$ cat src/rtl/dlms_pkg.sv
package dlms_pkg;

    typedef enum logic [3:0] {
        MODE_IDLE    = 4'd0,
        MODE_PREPARE = 4'd1,
        MODE_DOWN    = 4'd2,
        MODE_UP      = 4'd3,
        MODE_STOP    = 4'd4,
        MODE_DONE    = 4'd5,
        MODE_RCPREP  = 4'd6,
        MODE_RCRUN   = 4'd7,
        MODE_RCDONE  = 4'd8
    } mode_t;

    typedef enum logic [2:0] {
        CMD_IDLE     = 3'd0,
        CMD_PREMOVE  = 3'd1,
        CMD_LOWER    = 3'd2,
        CMD_RAISE    = 3'd3,
        CMD_OK       = 3'd4,
        CMD_FINISH   = 3'd5,
        CMD_CALBEGIN = 3'd6,
        CMD_CALEND   = 3'd7
    } cmd_t;

    localparam logic [1:0] FUNC_POLL   = 2'd0;
    localparam logic [1:0] FUNC_TARGET = 2'd1;
    localparam logic [1:0] FUNC_RECAL  = 2'd2;

    localparam logic [2:0] REG_LOWEST    = 3'd0;
    localparam logic [2:0] REG_HIGHEST   = 3'd1;
    localparam logic [2:0] REG_OVERSHOOT = 3'd2;
    localparam logic [2:0] REG_SPAN      = 3'd3;
    localparam logic [2:0] REG_TIMEOUT   = 3'd4;

    localparam logic [15:0] LOWEST_RESET    = 16'd150;
    localparam logic [15:0] HIGHEST_RESET   = 16'd6500;
    localparam logic [9:0]  OVERSHOOT_RESET = 10'd30;
    localparam logic [11:0] SPAN_RESET      = 12'd400;
    localparam logic [15:0] TIMEOUT_RESET   = 16'd256;

    localparam logic [7:0]  STAT_IDLE_A  = 8'h25;
    localparam logic [7:0]  STAT_IDLE_B  = 8'h60;
    localparam logic [7:0]  STAT_HOMED   = 8'h01;
    localparam logic [15:0] RECAL_HEIGHT = 16'd99;
    localparam logic [15:0] TARGET_NONE  = 16'hFFFF;

    typedef struct packed {
        logic [15:0] lowest;
        logic [15:0] highest;
        logic [9:0]  overshoot;
        logic [11:0] span;
        logic [15:0] timeout;
    } cfg_t;

    typedef struct packed {
        logic [1:0]  func;
        logic [31:0] now_ms;
        logic        left_ok;
        logic [15:0] left_position;
        logic [7:0]  left_status;
        logic        right_ok;
        logic [15:0] right_position;
        logic [7:0]  right_status;
        logic [15:0] new_target;
    } item_t;

    typedef struct packed {
        mode_t       mode;
        logic        pending;
        logic [15:0] target;
        logic [15:0] left_pos;
        logic [15:0] right_pos;
        logic [7:0]  left_stat;
        logic [7:0]  right_stat;
        logic [31:0] last_move_ms;
    } state_t;

    typedef struct packed {
        logic        cmd_valid;
        cmd_t        cmd_code;
        logic [15:0] cmd_position;
        logic        alert;
        mode_t       mode;
        logic        move_pending;
        logic [15:0] target_now;
    } result_t;

endpackage

$ cat src/rtl/dlms_step.sv
module dlms_step (
    input  dlms_pkg::item_t   item,
    input  dlms_pkg::state_t  state,
    input  dlms_pkg::cfg_t    cfg,
    output dlms_pkg::state_t  state_next,
    output dlms_pkg::result_t result
);

    function automatic logic stat_idle(input logic [7:0] s);
        stat_idle = (s == 8'd0) || (s == dlms_pkg::STAT_IDLE_A) || (s == dlms_pkg::STAT_IDLE_B);
    endfunction

    logic        poll;
    logic        step;
    logic        moved;
    logic [15:0] lpos_u;
    logic [15:0] rpos_u;
    logic [7:0]  lstat_u;
    logic [7:0]  rstat_u;
    logic [31:0] last_u;
    logic [15:0] pos_lo;
    logic [15:0] pos_hi;
    logic        idle_u;
    logic        idle_s;
    logic        below;
    logic        above;
    logic        dn_ok;
    logic        up_ok;
    logic [15:0] target_adj;
    logic [31:0] elapsed;
    logic        timed_out;
    logic        down_stop;
    logic        up_stop;
    logic        rc_done;
    logic [16:0] lo_span;
    logic [16:0] lowest_span;
    logic [15:0] clamp_top;
    logic [15:0] clamp_bot;
    logic [15:0] clamped;

    // Leg update: answering legs overwrite their stored values before the step.
    assign poll    = (item.func == dlms_pkg::FUNC_POLL);
    assign step    = poll && item.left_ok && item.right_ok;
    assign lpos_u  = (poll && item.left_ok) ? item.left_position : state.left_pos;
    assign rpos_u  = (poll && item.right_ok) ? item.right_position : state.right_pos;
    assign lstat_u = (poll && item.left_ok) ? item.left_status : state.left_stat;
    assign rstat_u = (poll && item.right_ok) ? item.right_status : state.right_stat;
    assign moved   = poll && ((item.left_ok && (item.left_position != state.left_pos)) ||
                              (item.right_ok && (item.right_position != state.right_pos)));
    assign last_u  = moved ? item.now_ms : state.last_move_ms;

    assign pos_lo = (lpos_u < rpos_u) ? lpos_u : rpos_u;
    assign pos_hi = (lpos_u > rpos_u) ? lpos_u : rpos_u;
    assign idle_u = stat_idle(lstat_u) && stat_idle(rstat_u);
    assign idle_s = stat_idle(state.left_stat) && stat_idle(state.right_stat);

    assign below = (state.target < pos_lo);
    assign above = (state.target > pos_hi);
    assign dn_ok = ({1'b0, state.target} >= ({1'b0, cfg.lowest} + {7'd0, cfg.overshoot}));
    assign up_ok = (({1'b0, state.target} + {7'd0, cfg.overshoot}) <= {1'b0, cfg.highest});

    // The overshoot only applies on the prepare step, in the direction of travel.
    always_comb
    begin
        target_adj = state.target;
        if (state.mode == dlms_pkg::MODE_PREPARE)
        begin
            if (below)
            begin
                if (dn_ok)
                begin
                    target_adj = state.target - {6'd0, cfg.overshoot};
                end
            end
            else if (above && up_ok)
            begin
                target_adj = state.target + {6'd0, cfg.overshoot};
            end
        end
    end

    assign elapsed   = item.now_ms - last_u;
    assign timed_out = (elapsed > {16'd0, cfg.timeout});
    assign down_stop = (state.target >= pos_lo) || timed_out;
    assign up_stop   = (state.target <= pos_hi) || timed_out;
    assign rc_done   = (lstat_u == dlms_pkg::STAT_HOMED) && (rstat_u == dlms_pkg::STAT_HOMED) &&
                       (pos_hi <= dlms_pkg::RECAL_HEIGHT);

    // Command window: within span of both legs and inside the desk range.
    assign lo_span     = {1'b0, pos_lo} + {5'd0, cfg.span};
    assign lowest_span = {1'b0, cfg.lowest} + {5'd0, cfg.span};
    assign clamp_top   = (lo_span < {1'b0, cfg.highest}) ? lo_span[15:0] : cfg.highest;
    assign clamp_bot   = ({1'b0, pos_hi} > lowest_span) ? (pos_hi - {4'd0, cfg.span})
                                                        : cfg.lowest;
    assign clamped     = (target_adj < clamp_bot) ? clamp_bot :
                         (target_adj > clamp_top) ? clamp_top : target_adj;

    // Next state.
    always_comb
    begin
        state_next              = state;
        state_next.left_pos     = lpos_u;
        state_next.right_pos    = rpos_u;
        state_next.left_stat    = lstat_u;
        state_next.right_stat   = rstat_u;
        state_next.last_move_ms = last_u;
        case (item.func)
            dlms_pkg::FUNC_POLL:
            begin
                if (step)
                begin
                    case (state.mode)
                        dlms_pkg::MODE_PREPARE:
                        begin
                            if (below || above)
                            begin
                                state_next.target       = target_adj;
                                state_next.last_move_ms = item.now_ms;
                                state_next.mode = below ? dlms_pkg::MODE_DOWN : dlms_pkg::MODE_UP;
                            end
                            else
                            begin
                                state_next.pending = 1'b0;
                                state_next.mode    = dlms_pkg::MODE_IDLE;
                            end
                        end
                        dlms_pkg::MODE_DOWN:
                        begin
                            if (down_stop)
                            begin
                                state_next.mode = dlms_pkg::MODE_STOP;
                            end
                        end
                        dlms_pkg::MODE_UP:
                        begin
                            if (up_stop)
                            begin
                                state_next.mode = dlms_pkg::MODE_STOP;
                            end
                        end
                        dlms_pkg::MODE_STOP:
                        begin
                            state_next.mode = dlms_pkg::MODE_DONE;
                        end
                        dlms_pkg::MODE_DONE:
                        begin
                            if (idle_u)
                            begin
                                state_next.pending = 1'b0;
                                state_next.mode    = dlms_pkg::MODE_IDLE;
                            end
                        end
                        dlms_pkg::MODE_RCPREP:
                        begin
                            state_next.mode = dlms_pkg::MODE_RCRUN;
                        end
                        dlms_pkg::MODE_RCRUN:
                        begin
                            if (rc_done)
                            begin
                                state_next.mode = dlms_pkg::MODE_RCDONE;
                            end
                        end
                        dlms_pkg::MODE_RCDONE:
                        begin
                            state_next.mode = dlms_pkg::MODE_IDLE;
                        end
                        default:
                        begin
                            state_next.mode = (state.pending && idle_u) ? dlms_pkg::MODE_PREPARE
                                                                        : dlms_pkg::MODE_IDLE;
                        end
                    endcase
                end
            end
            dlms_pkg::FUNC_TARGET:
            begin
                if ((item.new_target != 16'd0) && (item.new_target != dlms_pkg::TARGET_NONE))
                begin
                    state_next.target  = item.new_target;
                    state_next.pending = 1'b1;
                end
            end
            dlms_pkg::FUNC_RECAL:
            begin
                if (idle_s)
                begin
                    state_next.pending = 1'b0;
                    state_next.mode    = dlms_pkg::MODE_RCPREP;
                end
            end
            default:
            begin
                state_next = state;
            end
        endcase
    end

    // Result.
    always_comb
    begin
        result.cmd_valid    = 1'b0;
        result.cmd_code     = dlms_pkg::CMD_IDLE;
        result.cmd_position = 16'd0;
        if (step)
        begin
            case (state.mode)
                dlms_pkg::MODE_PREPARE:
                begin
                    if (below || above)
                    begin
                        result.cmd_valid    = 1'b1;
                        result.cmd_code     = dlms_pkg::CMD_PREMOVE;
                        result.cmd_position = clamped;
                    end
                end
                dlms_pkg::MODE_DOWN:
                begin
                    if (!down_stop)
                    begin
                        result.cmd_valid    = 1'b1;
                        result.cmd_code     = dlms_pkg::CMD_LOWER;
                        result.cmd_position = clamped;
                    end
                end
                dlms_pkg::MODE_UP:
                begin
                    if (!up_stop)
                    begin
                        result.cmd_valid    = 1'b1;
                        result.cmd_code     = dlms_pkg::CMD_RAISE;
                        result.cmd_position = clamped;
                    end
                end
                dlms_pkg::MODE_STOP:
                begin
                    result.cmd_valid    = 1'b1;
                    result.cmd_code     = dlms_pkg::CMD_OK;
                    result.cmd_position = clamped;
                end
                dlms_pkg::MODE_DONE:
                begin
                    if (!idle_u)
                    begin
                        result.cmd_valid    = 1'b1;
                        result.cmd_code     = dlms_pkg::CMD_FINISH;
                        result.cmd_position = clamped;
                    end
                end
                dlms_pkg::MODE_RCPREP:
                begin
                    result.cmd_valid    = 1'b1;
                    result.cmd_code     = dlms_pkg::CMD_PREMOVE;
                    result.cmd_position = clamped;
                end
                dlms_pkg::MODE_RCRUN:
                begin
                    if (!rc_done)
                    begin
                        result.cmd_valid = 1'b1;
                        result.cmd_code  = dlms_pkg::CMD_CALBEGIN;
                    end
                end
                dlms_pkg::MODE_RCDONE:
                begin
                    result.cmd_valid    = 1'b1;
                    result.cmd_code     = dlms_pkg::CMD_CALEND;
                    result.cmd_position = dlms_pkg::RECAL_HEIGHT;
                end
                default:
                begin
                    if (!(state.pending && idle_u))
                    begin
                        result.cmd_valid    = 1'b1;
                        result.cmd_code     = dlms_pkg::CMD_IDLE;
                        result.cmd_position = clamped;
                    end
                end
            endcase
        end
        result.alert        = poll && !(item.left_ok && item.right_ok) && state.pending;
        result.mode         = state_next.mode;
        result.move_pending = state_next.pending;
        result.target_now   = state_next.target;
    end

endmodule

$ cat src/rtl/desk_lift_motion_sequencer_unit.sv
// An accepted item waits in the input register, and its result is then written to the result
// register that drives m_tdata. Throughput: one item per cycle while m_tready is high; the
// input register refills while the result register drains.
// Reset (rst_n low, asynchronous): both registers empty, sequencer idle with no target,
// stored leg data and move time zero, configuration registers at their default values.
module desk_lift_motion_sequencer_unit (
    input  logic         clk,
    input  logic         rst_n,
    input  logic         s_tvalid,
    output logic         s_tready,
    // now_ms[31:0], left_ok[32], left_position[48:33], left_status[56:49], right_ok[57],
    // right_position[73:58], right_status[81:74], new_target[97:82], zero fill above
    input  logic [103:0] s_tdata,
    // func[1:0]
    input  logic [1:0]   s_tuser,
    output logic         m_tvalid,
    input  logic         m_tready,
    // cmd_valid[0], cmd_code[3:1], cmd_position[19:4], alert[20], mode[24:21],
    // move_pending[25], target_now[41:26], zero fill above
    output logic [47:0]  m_tdata,
    input  logic         cfg_write,
    input  logic [2:0]   cfg_index,
    input  logic [15:0]  cfg_data
);

    logic              in_valid_reg;
    logic              in_valid_next;
    dlms_pkg::item_t   in_item_reg;
    dlms_pkg::item_t   in_item_next;
    logic              out_valid_reg;
    logic              out_valid_next;
    dlms_pkg::result_t out_data_reg;
    dlms_pkg::result_t out_data_next;
    dlms_pkg::state_t  state_reg;
    dlms_pkg::state_t  state_next;
    dlms_pkg::cfg_t    cfg_reg;
    dlms_pkg::cfg_t    cfg_next;
    dlms_pkg::state_t  step_state;
    dlms_pkg::result_t step_result;
    logic              in_fire;
    logic              fire;

    assign fire     = in_valid_reg && (!out_valid_reg || m_tready);
    assign s_tready = !in_valid_reg || fire;
    assign in_fire  = s_tvalid && s_tready;

    always_comb
    begin
        in_item_next.func           = s_tuser;
        in_item_next.now_ms         = s_tdata[31:0];
        in_item_next.left_ok        = s_tdata[32];
        in_item_next.left_position  = s_tdata[48:33];
        in_item_next.left_status    = s_tdata[56:49];
        in_item_next.right_ok       = s_tdata[57];
        in_item_next.right_position = s_tdata[73:58];
        in_item_next.right_status   = s_tdata[81:74];
        in_item_next.new_target     = s_tdata[97:82];
    end

    dlms_step u_step (
        .item       (in_item_reg),
        .state      (state_reg),
        .cfg        (cfg_reg),
        .state_next (step_state),
        .result     (step_result)
    );

    always_comb
    begin
        in_valid_next  = in_fire ? 1'b1 : (fire ? 1'b0 : in_valid_reg);
        out_valid_next = fire ? 1'b1 : (m_tready ? 1'b0 : out_valid_reg);
        out_data_next  = step_result;
        state_next     = fire ? step_state : state_reg;
    end

    always_comb
    begin
        cfg_next = cfg_reg;
        if (cfg_write)
        begin
            case (cfg_index)
                dlms_pkg::REG_LOWEST:    cfg_next.lowest    = cfg_data;
                dlms_pkg::REG_HIGHEST:   cfg_next.highest   = cfg_data;
                dlms_pkg::REG_OVERSHOOT: cfg_next.overshoot = cfg_data[9:0];
                dlms_pkg::REG_SPAN:      cfg_next.span      = cfg_data[11:0];
                dlms_pkg::REG_TIMEOUT:   cfg_next.timeout   = cfg_data;
                default:                 cfg_next = cfg_reg;
            endcase
        end
    end

    always_ff @(posedge clk or negedge rst_n)
    begin
        if (!rst_n)
        begin
            in_valid_reg           <= 1'b0;
            out_valid_reg          <= 1'b0;
            state_reg.mode         <= dlms_pkg::MODE_IDLE;
            state_reg.pending      <= 1'b0;
            state_reg.target       <= 16'd0;
            state_reg.left_pos     <= 16'd0;
            state_reg.right_pos    <= 16'd0;
            state_reg.left_stat    <= 8'd0;
            state_reg.right_stat   <= 8'd0;
            state_reg.last_move_ms <= 32'd0;
            cfg_reg.lowest         <= dlms_pkg::LOWEST_RESET;
            cfg_reg.highest        <= dlms_pkg::HIGHEST_RESET;
            cfg_reg.overshoot      <= dlms_pkg::OVERSHOOT_RESET;
            cfg_reg.span           <= dlms_pkg::SPAN_RESET;
            cfg_reg.timeout        <= dlms_pkg::TIMEOUT_RESET;
        end
        else
        begin
            in_valid_reg  <= in_valid_next;
            out_valid_reg <= out_valid_next;
            state_reg     <= state_next;
            cfg_reg       <= cfg_next;
        end
    end

    always_ff @(posedge clk)
    begin
        if (in_fire)
        begin
            in_item_reg <= in_item_next;
        end
        if (fire)
        begin
            out_data_reg <= out_data_next;
        end
    end

    assign m_tvalid = out_valid_reg;
    assign m_tdata  = {6'd0,
                       out_data_reg.target_now,
                       out_data_reg.move_pending,
                       out_data_reg.mode,
                       out_data_reg.alert,
                       out_data_reg.cmd_position,
                       out_data_reg.cmd_code,
                       out_data_reg.cmd_valid};

    // A result without a command carries neither a code nor a position.
    a_no_cmd_clean: assert property (@(posedge clk) disable iff (!rst_n)
        (m_tvalid && !m_tdata[0]) |-> (m_tdata[19:1] == 19'd0))
        else $error("result without command has nonzero code or position");

    // The prepare state is only ever reached with a move requested.
    a_prepare_pending: assert property (@(posedge clk) disable iff (!rst_n)
        (state_reg.mode == dlms_pkg::MODE_PREPARE) |-> state_reg.pending)
        else $error("prepare state without pending move");

    a_fire_gives_result: assert property (@(posedge clk) disable iff (!rst_n)
        fire |=> out_valid_reg)
        else $error("processed item produced no result");

    a_item_kept: assert property (@(posedge clk) disable iff (!rst_n)
        (in_valid_reg && !fire) |=> (in_valid_reg && $stable(in_item_reg)))
        else $error("waiting item lost or changed");

endmodule
$ cat config.mk
export PLATFORM = sky130hd
export DESIGN_NAME = desk_lift_motion_sequencer_unit
export DESIGN_NICKNAME = d
export VERILOG_FILES = /design/src/rtl/dlms_pkg.sv /design/src/rtl/dlms_step.sv /design/src/rtl/desk_lift_motion_sequencer_unit.sv
export SDC_FILE = /design/constraint.sdc
export NUM_CORES = 1
export LEC_CHECK = 0
export ABC_AREA = 1
export BUFFER_PORTS_ARGS = -buffer_cell sky130_fd_sc_hd__buf_2
export CAP_MARGIN = 20
export CORE_ASPECT_RATIO = 0.5
export CORE_UTILIZATION = 50
export DETAILED_ROUTE_END_ITERATION = 10
export PLACE_DENSITY = 0.68
export SLEW_MARGIN = 20
export SYNTH_ARGS = -nofsm -noshare
export SYNTH_HDL_FRONTEND = slang
export SYNTH_SLANG_ARGS = --single-unit
$ cat constraint.sdc
create_clock -name clk -period 16.9 [get_ports clk]
set_input_delay 3.38 -clock clk [delete_from_list [all_inputs] [get_ports clk]]
set_output_delay 3.38 -clock clk [all_outputs]
set_load 0.02 [all_outputs]
# Word level (Yosys, flattened, before mapping)
# Cells that the tools add are included.
# op_classes
n_mux	49
n_lt_le_gt_ge	14
n_eq_ne	27
addsub	8
n_reduce_logical	55
# ops
cell	n
$mux 16	14
$mux 32	4
$pmux 16 s7	1
$mux 20	5
$pmux 32 s2	1
$pmux 4 s8	2
$gt 16x16->1	3
$lt 16x16->1	3
$add 16x10->17	2
$add 16x12->17	2
$eq 8x6->1 const B	4
$eq 8x7->1 const B	4
$gt 32x16->1	1
$logic_not 8->1	4
$ne 16x16->1	2
$pmux 16 s2	1
$sub 32x32->32	1
$mux 21	1
$mux 4	5
$logic_and 1x1->1	18
$ge 16x17->1	1
$gt 16x17->1	1
$le 17x16->1	1
$lt 17x16->1	1
other kinds (33)	71
# totals
elab_cells	184
out_inout_bits	50
reg_bits	315
inputBits	130

# Longest topological paths before layout
# depth
ltp_word	15
depth_mapped	63
ltp_nobuf	56

# By module
# From an unflattened synthesis, not the netlist that was laid out.
# hier_totals
hier_cells	3528
area_unflattened_um2	26128.8
# modules_own_cells
mod	area_each_um2	instances	seq_area_each_um2	cells_per_inst
dlms_step	14893.0	1	0.0	2617
desk_lift_motion_sequencer_unit	11235.8	1	8615.8	911

# Worst setup path before layout
# OpenSTA, ideal clock, no wires.
# synth_timing
path_kind	reg2reg
startpoint	register in_item_reg[98] (netlist bit)
endpoint	register out_data_reg (netlist bit m_tdata[12]), data pin
setup_slack_ps	8497
n_path_buf	7
setup_time_ps	255
required_time_ps	16645
arrival_time_ps	8148
synth_period_minus_slack_ps	8403
path_stages_with_launch	57
cell_sequence	edfxtp_1 -> inv_1 -> ha_1 -> nand2_2 -> buf_6 -> clkbuf_1 -> clkbuf_1 -> nand2_1 -> o21ai_0 -> inv_1 -> ha_1 -> a21oi_1 -> nor2_1 -> a211oi_1 -> o221a_2 -> nand2_4 -> buf_4 -> clkbuf_1 -> [... 21 more ...] -> buf_6 -> nand2_1 -> and2_1 -> ha_1 -> inv_1 -> nor2_1 -> nor2_1 -> nor2_1 -> a211oi_1 -> o221ai_1 -> nand2_1 -> o2111ai_1 -> nand2_1 -> inv_1 -> clkbuf_1 -> or2_2 -> a21oi_1 -> nor2_1
# synth_between
elab_chain_len	15
word_cells_on_any_way	55
classes_between	add/sub: 3; order compare: 11; eq/ne: 4; mux: 20; reduce/logical: 17
# synth_rtl
element	line	source
from (decl)	desk_lift_motion_sequencer_unit.sv:28	dlms_pkg::item_t in_item_reg;
from (signal assigned)	desk_lift_motion_sequencer_unit.sv:125	in_item_reg <= in_item_next;
$logic_not 2->1 *	dlms_step.sv:42	assign poll = (item.func == dlms_pkg::FUNC_POLL);
branches (longest 14 deep; another with $add 16x12->17)	-	
to (signal assigned)	desk_lift_motion_sequencer_unit.sv:129	out_data_reg <= out_data_next;
to (decl)	desk_lift_motion_sequencer_unit.sv:32	dlms_pkg::result_t out_data_reg;
# Mark *: on every way between the ends.
# A chain may end at the register's enable or synchronous reset.

# Final worst setup path
# layout_timing
startpoint	register in_item_reg[98] (netlist bit)
endpoint	register out_data_reg (netlist bit m_tdata[9]), data pin
# The elaborated chain is that of the path after synthesis.

==> results_dict.tcl <==
set metrics [dict create \
    cap_violations 0 \
    reg2reg_to "m_tdata[9]" \
    cts_setup_buffers 0 \
    track_usage_pct 29.2 \
    max_slew.worst_pin.slew_ns 1.07 \
    die_y_microns 157 \
    arrival_ns 11.26 \
    crit_slowest_cell "o21ai_0" \
    wl_per_cell_microns 18.6 \
    portBuffers 167 \
    ys_ff_latch 315 \
    synthArstFlopShare_pct 54.9 \
    antenna_left 0 \
    cts_made_buffers 34 \
    finalWirelength_microns 71700 \
    cp.buffers_inverters 6 \
    worst-path-stages 48 \
    ys.flop_type "dfrtp_1" \
    synth_cell_types 65 \
    crit_family "compound AO/OA/AOI/OAI gates" \
    clock-root-buffer "clkbuf_16" \
    netlist_area_sq_um 23900 \
    start_util_pct 50.9 \
    core_sq_um 47000 \
    drv_slew 0 \
    fin_nets 3587 \
    period_minus_slack_ns 10.99 \
    antenna_found_initial 1 \
    hp-class "flip-flop to flip-flop" \
    setup_viol 0 \
    required_ns 17.18 \
    status "completed" \
    cts.path.max_buffers 3 \
    final_util_pct 56.0 \
    clock.fmax_mhz 91.0 \
    grt_setup_unrepaired "no" \
    final_cell_mix "nand2_1 (682), inv_1 (370), o21ai_0 (343)" \
    hpwl_microns 56800 \
    overflow 0 \
    setup_tns_ns 0 \
    slew_headroom_pct 28.7 \
    drt_iter0_markers 1605 \
    worstPathMaxFanout 48 \
    layout_commonest_cell "nand2_1" \
    r2r-start "in_item_reg[98]" \
    endpoint "m_tdata[9]" \
    drc 0 \
    clkLatencyLatePin_ns 0.56 \
    vias 21300 \
    setup_ws_ns 5.91 \
    vias_per_cell 5.52 \
    grt_pass1_vias 19400 \
    gp_congestion 0.987 \
    netlist_instances 3072 \
    synth-seq-area-share_pct 36.0 \
    drive_gt1_share_pct 9.79 \
    period_share_pct 65.0 \
    cp-end-kind "flip-flop" \
    fp-row-count 56 \
    cts_resized 0 \
    clkSinkCount 315 \
    final_hold_viol_count 0 \
    cts_max_level 2 \
    dieArea_sq_um 48800 \
    place_ws_ns 6.15 \
    largest_reg_flops 101 \
    die_w_microns 311 \
    grt_max_degree 85 \
    critPathLaunch "in_item_reg[98]" \
    worst_path_largest_cell_delay_ns 0.71 \
    firstDrtPassIters 6 \
    area_delta_synth_final_pct 10.1 \
    clock_skew_ns 0.0231 \
    r2r_slack_ns 5.91 \
    postCtsHoldBufs 0 \
    crit_type "flip-flop to flip-flop" \
    synth_edf_count 142 \
    rr_worst_depth 48 \
    path_clk_slew_ns 0.06 \
    cp-start-kind "flip-flop" \
    avgSynthCellArea_sq_um 7.79 \
    holdWs_ns 0.478 \
    grt_pass1_wl_microns 110000 \
    pin_count 180 \
    cpMostUsedCell "nand2_1" \
    synth-warning-count 0 \
    cts_tree "yes" \
]
## area by class of cell
type | count | area (sq um)
fillers | 4396 | 20700
multi-input cells | 2274 | 13400
flip-flops and latches | 315 | 8620
inverters | 387 | 1460
repair buffers | 181 | 951
clock buffers | 46 | 937
well taps | 638 | 798
clock inverters | 15 | 166
diodes | 1 | 2.50
## per-stage QoR
step	area, sq um	std cells
finish	26300	3857
global route	26300	3857
CTS	26300	3856
detailed placement	25200	3795
global placement	25200	3795
floorplan	23900	3077
## layer usage
| layer | share of wire, % | track usage [%] | up-vias |
|---|---|---|---|
| met3 | 6.6 | 5.33 | 84 |
| li1 | - | - | 10600 |
| met4 | 1.8 | 6.22 | 0 |
| met2 | 44 | 46.2 | 573 |
| met5 | 0 | 0 | - |
| met1 | 48 | 41.6 | 10000 |
## worst register-to-register path, delay by kind of cell, from the launching register on
kind | cells | cell delay [ns]
buffers and inverters | 6 | 1.03
and+or+nand+nor | 17 | 2.64
AOI/OAI and AO/OA | 18 | 4.65
DFF | 1 | 0.42
adders and majority gates | 6 | 1.76
xor gates and xnor gates | 1 | 0.21
## worst min-delay path by stage
stage,depth (start not counted),startpoint,endpoint,slack (ns)
after CTS,2,state_reg[15],state_reg[15],0.48
after detailed placement,2,state_reg[15],state_reg[15],0.46
after floorplan,2,state_reg[0],state_reg[0],0.45
after global routing,2,cfg_reg[3],cfg_reg[3],0.50
after global placement,2,state_reg[29],state_reg[29],0.46
final,2,state_reg[22],state_reg[22],0.48
## cell families (layout without fill, tap and decap cells)
logic type | Yosys count | count (layout) | synth area share [%]
AND/OR/NAND/NOR | 1124 | 1124 | 19.8
flip-flops | 315 | 315 | 36.0
buffers and inverters | 488 | 629 | 8.07
XOR/XNOR | 108 | 108 | 3.95
other | 1 | 7 | 0.0157
AO/OA/AOI/OAI | 749 | 749 | 17.2
multiplexers | 23 | 23 | 0.962
adder cells (fa/ha/maj) | 264 | 264 | 14.0
## synth_stat cells (44+ instances only)
library cell	n	share of area, %
dfrtp_1	155	16
nor2_1	186	2.9
clkbuf_1	72	1.1
nand4_1	44	1.2
xor2_1	65	2.4
edfxtp_1	142	18
o21ai_0	343	7.2
nand2_1	683	11
nand3_1	102	2.1
a21oi_1	234	4.9
ha_1	257	13
inv_1	372	5.8
Power is left out: the tool's default activity adds up to more than one toggle a clock period on the data nets, which glitch-free logic cannot reach.
